`config.mk`:
```
export PLATFORM = sky130hd
export DESIGN_NAME = tmse_ctrl
export DESIGN_NICKNAME = d
export VERILOG_FILES = /design/src/tmse_pkg.sv /design/src/tmse_ctrl.sv
export SDC_FILE = /design/constraint.sdc
export NUM_CORES = 1
export LEC_CHECK = 0
export BUFFER_PORTS_ARGS = -buffer_cell sky130_fd_sc_hd__buf_2
export CAP_MARGIN = 40
export CORE_AREA = 2 2 39 41
export DETAILED_ROUTE_END_ITERATION = 16
export DIE_AREA = 0 0 41 43
export GPL_ROUTABILITY_DRIVEN = 0
export GPL_TIMING_DRIVEN = 0
export PLACE_DENSITY = 0.73
export SETUP_SLACK_MARGIN = 0.15
export SYNTH_ARGS = -nofsm -noshare
export SYNTH_HDL_FRONTEND = slang
export SYNTH_SLANG_ARGS = --single-unit
```
`constraint.sdc`:
```
create_clock -name clk -period 3.6 [get_ports clk]
set_clock_uncertainty 0.15 [all_clocks]
set_input_delay 0.18 -clock clk [delete_from_list [all_inputs] [get_ports clk]]
set_output_delay 0.18 -clock clk [all_outputs]
set_load 0.1 [all_outputs]
```
`src/tmse_pkg.sv`:
```
// Shared types and constants of the Turing machine step engine.
`timescale 1ns / 1ps
`default_nettype none

package tmse_pkg;

	// Operation codes of an input item
	localparam logic [1:0] OP_LOAD  = 2'd0;
	localparam logic [1:0] OP_WRITE = 2'd1;
	localparam logic [1:0] OP_READ  = 2'd2;
	localparam logic [1:0] OP_STEP  = 2'd3;

	// Head move codes; code three acts as stay
	localparam logic [1:0] MV_STAY  = 2'd0;
	localparam logic [1:0] MV_RIGHT = 2'd1;
	localparam logic [1:0] MV_LEFT  = 2'd2;

	// Configuration register indexes
	localparam logic [1:0] CFG_SYMBOL_COUNT = 2'd0;
	localparam logic [1:0] CFG_HALT_STATE   = 2'd1;
	localparam logic [1:0] CFG_HEAD_START   = 2'd2;

	// Configuration reset values
	localparam logic [4:0] SYMBOL_COUNT_RST = 5'd16;
	localparam logic [5:0] HALT_STATE_RST   = 6'd63;
	localparam logic [9:0] HEAD_START_RST   = 10'd1;

	// Blank tape symbol '-'
	localparam logic [7:0] BLANK_SYM = 8'h2D;

	// Reported status when a transition load completes
	localparam logic [2:0] ST_LOADED = 3'd4;

	// Latched run status
	typedef enum logic [1:0] {
		RS_RUN  = 2'd0,
		RS_HALT = 2'd1,
		RS_FAIL = 2'd2,
		RS_OFF  = 2'd3
	} run_t;

	// Datapath action; each one but ACT_NONE also produces the result
	typedef enum logic [2:0] {
		ACT_NONE   = 3'd0,
		ACT_LOAD   = 3'd1,
		ACT_TWRITE = 3'd2,
		ACT_TREAD  = 3'd3,
		ACT_STOP   = 3'd4,
		ACT_FAIL   = 3'd5,
		ACT_COMMIT = 3'd6
	} act_t;

	// One transition table entry
	typedef struct packed {
		logic [1:0] move;
		logic [5:0] target_state;
		logic [7:0] new_symbol;
		logic [7:0] match_symbol;
	} entry_t;

	// Input item
	typedef struct packed {
		logic [1:0] operation;
		logic [5:0] state_index;
		logic [3:0] slot_index;
		logic [7:0] match_symbol;
		logic [7:0] new_symbol;
		logic [5:0] target_state;
		logic [1:0] move;
		logic [9:0] tape_address;
		logic [7:0] tape_symbol;
	} item_t;

	// Result item
	typedef struct packed {
		logic [5:0] current_state;
		logic [9:0] head_position;
		logic [7:0] cell_symbol;
		logic [2:0] status;
	} result_t;

	// Controller to datapath commands
	typedef struct packed {
		logic accept;
		logic clr_run;
		logic rd_item;
		logic rd_head;
		logic srch_init;
		logic srch_run;
		logic cur_ld;
		act_t act;
	} cmd_t;

	// Datapath to controller status
	typedef struct packed {
		logic [1:0] op;
		logic       pre_stop;
		logic       hit;
		logic       exhausted;
		logic       clr_last;
	} stat_t;

endpackage

`default_nettype wire

```
`src/tmse_ctrl.sv`:
```
// Controller state machine sequencing items through the datapath.
`timescale 1ns / 1ps
`default_nettype none

module tmse_ctrl (
	input  wire logic            clk,
	input  wire logic            arst_n,
	input  wire logic            start,
	output logic                 busy,
	input  wire tmse_pkg::stat_t stat,
	output tmse_pkg::cmd_t       cmd
);

	typedef enum logic [6:0] {
		S_CLEAR  = 7'b0000001,
		S_IDLE   = 7'b0000010,
		S_EXEC   = 7'b0000100,
		S_READ   = 7'b0001000,
		S_FETCH  = 7'b0010000,
		S_SEARCH = 7'b0100000,
		S_COMMIT = 7'b1000000
	} state_t;

	state_t state_q, state_d;

	// State register
	always_ff @(posedge clk or negedge arst_n) begin
		if (!arst_n) begin
			state_q <= S_CLEAR;
		end else begin
			state_q <= state_d;
		end
	end

	assign busy = (state_q != S_IDLE);

	// Next state and commands
	always_comb begin
		state_d = state_q;
		cmd = '0;
		cmd.act = tmse_pkg::ACT_NONE;
		case (state_q)
			S_CLEAR: begin
				cmd.clr_run = 1'b1;
				if (stat.clr_last) begin
					state_d = S_IDLE;
				end
			end
			S_IDLE: begin
				if (start) begin
					cmd.accept = 1'b1;
					state_d = S_EXEC;
				end
			end
			S_EXEC: begin
				case (stat.op)
					tmse_pkg::OP_LOAD: begin
						cmd.act = tmse_pkg::ACT_LOAD;
						state_d = S_IDLE;
					end
					tmse_pkg::OP_WRITE: begin
						cmd.act = tmse_pkg::ACT_TWRITE;
						state_d = S_IDLE;
					end
					tmse_pkg::OP_READ: begin
						cmd.rd_item = 1'b1;
						state_d = S_READ;
					end
					tmse_pkg::OP_STEP: begin
						if (stat.pre_stop) begin
							cmd.act = tmse_pkg::ACT_STOP;
							state_d = S_IDLE;
						end else begin
							cmd.rd_head = 1'b1;
							cmd.srch_init = 1'b1;
							state_d = S_FETCH;
						end
					end
					default: begin
						state_d = S_IDLE;
					end
				endcase
			end
			S_READ: begin
				cmd.act = tmse_pkg::ACT_TREAD;
				state_d = S_IDLE;
			end
			S_FETCH: begin
				// tape cell under head arrives; slot 0 is fetched
				cmd.cur_ld = 1'b1;
				cmd.srch_run = 1'b1;
				state_d = S_SEARCH;
			end
			S_SEARCH: begin
				cmd.srch_run = 1'b1;
				if (stat.hit) begin
					state_d = S_COMMIT;
				end else if (stat.exhausted) begin
					cmd.act = tmse_pkg::ACT_FAIL;
					state_d = S_IDLE;
				end
			end
			S_COMMIT: begin
				cmd.act = tmse_pkg::ACT_COMMIT;
				state_d = S_IDLE;
			end
			default: begin
				state_d = S_IDLE;
			end
		endcase
	end

endmodule

`default_nettype wire

```
==> impl_metrics.sql <==
INSERT INTO impl_metrics (metric_group, metric, value, unit) VALUES
('yosys', 'ys_seq_elements', '7', ''),
('yosys', 'synth_nets', '67', ''),
('cells_and_area', 'finalInstanceArea', '693.2', 'µm²'),
('die', 'initial_util', '0.3535', ''),
('global_routing', 'grt.busiest_layer', 'met2', ''),
('die', 'die_width', '41', 'µm'),
('global_routing', 'gr-usage-met3', '0.04712', ''),
('worst_setup_path', 'timing.critical_path.cells', 'nor3_1, nor4b_1, nand2_1, nor3b_2, buf_4, buf_2', ''),
('clock_network', 'ctsLongestPathBuffers', '2', ''),
('global_routing', 'antenna_found_initial', '0', ''),
('global_routing', 'grt_max_degree', '9', ''),
('yosys', 'yosys.area.top_type', 'dfrtp_1', ''),
('routing', 'wire_length_per_cell', '11.43', 'µm'),
('routing', 'firstDrtPassIters', '4', ''),
('sta', 'final-hold-violation-count', '0', ''),
('power', 'power_density', '675.4', 'nW/µm²'),
('yosys', 'synth_sequential_area_ratio', '0.3606', ''),
('clock_network', 'clk_transition_reported_paths', '0.05', 'ns'),
('sta', 'unrepaired_setup_endpoints_after_global_routing', 'no', ''),
('cells_and_area', 'share_of_post_route_cells_with_drive_strength_above_1', '0.3721', ''),
('yosys', 'syn_area', '489.2', 'µm²'),
('global_routing', 'grt_use_met2', '0.2563', ''),
('global_routing', 'grtUsageTotal', '0.1557', ''),
('sta', 'timing.fmax', '352.6', 'MHz'),
('flow_run', 'drv_cap', '0', ''),
('sta', 'worst_pin_slew', '0.4938', 'ns'),
('worst_setup_path', 'worstPathMaxFanout', '6', ''),
('clock_network', 'cts-buffers-inserted', '3', ''),
('global_routing', 'grt_remaining_overflow', '0', ''),
('power', 'p_leak', '0.3330', 'nW'),
('cells_and_area', 'biggestRegsByFlops', 'state_q x7', ''),
('cells_and_area', 'fin_nets', '96', ''),
('sta', 'report.final.setup_viol', '0', ''),
('hold_path', 'hold_path.class', 'in -> reg', ''),
('routing', 'viasPerCell', '5.069', ''),
('yosys', 'synthDistinctLibCells', '27', ''),
('clock_network', 'worst_skew_pair.late_latency', '0.25', 'ns'),
('sta', 'timing.slew.headroom', '0.6682', ''),
('worst_setup_path', 'start_kind', 'register', ''),
('worst_setup_path', 'critical_path.max_stage_delay', '0.47', 'ns'),
('run_status', 'result_of_the_run', 'complete, no violations', ''),
('die', 'rows', '14', ''),
('cells_and_area', 'number_of_filler_cells_placed_in_the_layout', '141', ''),
('cells_and_area', 'largest_reg_flops', '7', ''),
('die', 'core_region_area', '1384', 'µm²'),
('global_routing', 'grt_pass1_wl', '1.849', 'mm'),
('clock_network', 'cts.sinks', '7', ''),
('die', 'total_die_area', '1763', 'µm²'),
('clock_network', 'cts-htree-levels', '1', ''),
('yosys', 'netlist_top_cells_area', 'dfrtp_1 (31%), nor2_1 (8.4%), dfstp_2 (5.4%)', ''),
('worst_setup_path', 'cp_top_family', 'simple AND/OR/NAND/NOR gates', ''),
('clock_network', 'cts_tree', 'built', ''),
('power', 'largest_voltage_drop_on_the_vdd_net', '0.0002872', 'V'),
('cells_and_area', 'top_register', 'state_q', ''),
('yosys', 'synth_top_cell_area_share', '0.3069', ''),
('yosys', 'netlist_instances', '58', ''),
('placement', 'estimated_wirelength_of_the_detail_placed_design', '890.3', 'µm'),
('global_routing', 'groute.layer.met1.usage', '0.1776', ''),
('worst_setup_path', 'cpMaxStageDelayCell', 'nor3_1', ''),
('cells_and_area', 'flow.area_growth_from_synthesis', '41.69', '%'),
('worst_setup_path', 'timing.setup.critical_path_class', 'reg -> out', ''),
('clock_network', 'postCtsSetupRepairBufs', '0', ''),
('cells_and_area', 'antenna_cells_inserted', '0', ''),
('routing', 'dr_total_vias', '517', ''),
('worst_setup_path', 'cp_data_required_time', '3.27', 'ns'),
('sta', 'period_minus_slack', '2.836', 'ns'),
('clock_network', 'clockRootBuffer', 'clkbuf_4', ''),
('routing', 'ant_nets', '0', ''),
('yosys', 'synthesis.yosys.warnings', '0', ''),
('worst_setup_path', 'cp_capture_type', 'output port', ''),
('die', 'die_height', '43', 'µm');
## kinds of logic (layout without fill, tap and decap cells)
group / count (synthesis) / after routing / synth area share
AO/OA/AOI/OAI: 11 / 11 / 0.1765
XOR/XNOR: 1 / 1 / 0.01791
buffers and inverters: 5 / 33 / 0.04603
flip-flops: 7 / 7 / 0.3606
multiplexers: 1 / 1 / 0.02302
AND/OR/NAND/NOR: 33 / 33 / 0.3760
## worst register-to-register path, stage by stage (launching register included)
cell and delay, ns:
dfrtp_1 0.43, nor4_2 0.32, nand2b_1 0.16, or3_4 0.43, o22ai_2 0.18, mux2_2 0.35
## per-stage QoR
| step | power (mW) | hold slack [ns] | setup slack [ns] | instances |
|---|---|---|---|---|
| 3_3_place_gp | 0.3881 | -0.1325 | 1.057 | 93 |
| 3_5_place_dp | 0.3917 | -0.1250 | 1.036 | 93 |
| 4_1_cts | 0.4724 | 0.01100 | 0.7513 | 102 |
| 6_report | 0.4682 | 0.02061 | 0.7635 | 102 |
| 5_1_grt | 0.4974 | 0.04029 | 0.5575 | 102 |
| 2_1_floorplan | 0.3476 | -0.2656 | 0.1513 | 58 |
## final timing paths
| path | start | to | slack [ns] | cells past startpoint |
|---|---|---|---|---|
| setup / recovery | state_q[5] | cmd[6] | 0.76 | 6 |
| hold / removal | stat[4] | state_q[3] | 0.02 | 2 |
| setup reg to reg | state_q[1] | state_q[1] | 1.48 | 5 |
| hold reg to reg | state_q[6] | state_q[6] | 0.45 | 3 |
| max in group asynchronous | arst_n | state_q[0] | 2.92 | 2 |
| min in group asynchronous | arst_n | state_q[5] | 0.15 | 2 |
## per-layer routing
metal | vias up | share of wire
li1 | 262 | -
met1 | 244 | 0.43
met2 | 11 | 0.52
met3 | 0 | 0.041
met4 | 0 | 0
met5 | - | 0
## final cells by class
type	instances	area (µm²)	area share
Tap cell	16	20.02	0.02888
Clock buffer	4	26.28	0.03791
Inverter	4	15.01	0.02166
Buffer	1	7.507	0.01083
Sequential cell	7	176.4	0.2545
Multi-Input combinational cell	46	302.8	0.4368
Timing Repair Buffer	24	145.1	0.2094
## cells in the mapped netlist (all sizes together)
cell and count:
nor2 11, dfrtp 6, nand2 5, inv 4, nor3 4, nor3b 3, a21oi 2, nand2b 2
o211ai 2, o22ai 2, o32ai 2, a21boi 1, a41o 1, and2b 1, buf 1, dfstp 1
mux2 1, nand3 1, nand4b 1, nor2b 1, nor4 1, nor4b 1, o21bai 1, or2b 1
or3 1, xnor2 1
## power breakdown
part,switching [mW],internal (mW),total [mW],leakage [nW]
combinational,0.212,0.0725,0.284,0.228
clock,0.0306,0.0424,0.0730,0.0150
sequential,0.0190,0.0921,0.111,0.0899
total,0.261,0.207,0.468,0.333
## what timing repair did
action / in CTS / in global routing
gates resized for setup: 0 / 0
hold buffers: 5 / 0
endpoints found under the hold margin: 11 / 0
Power figures use the tool's default switching activity.
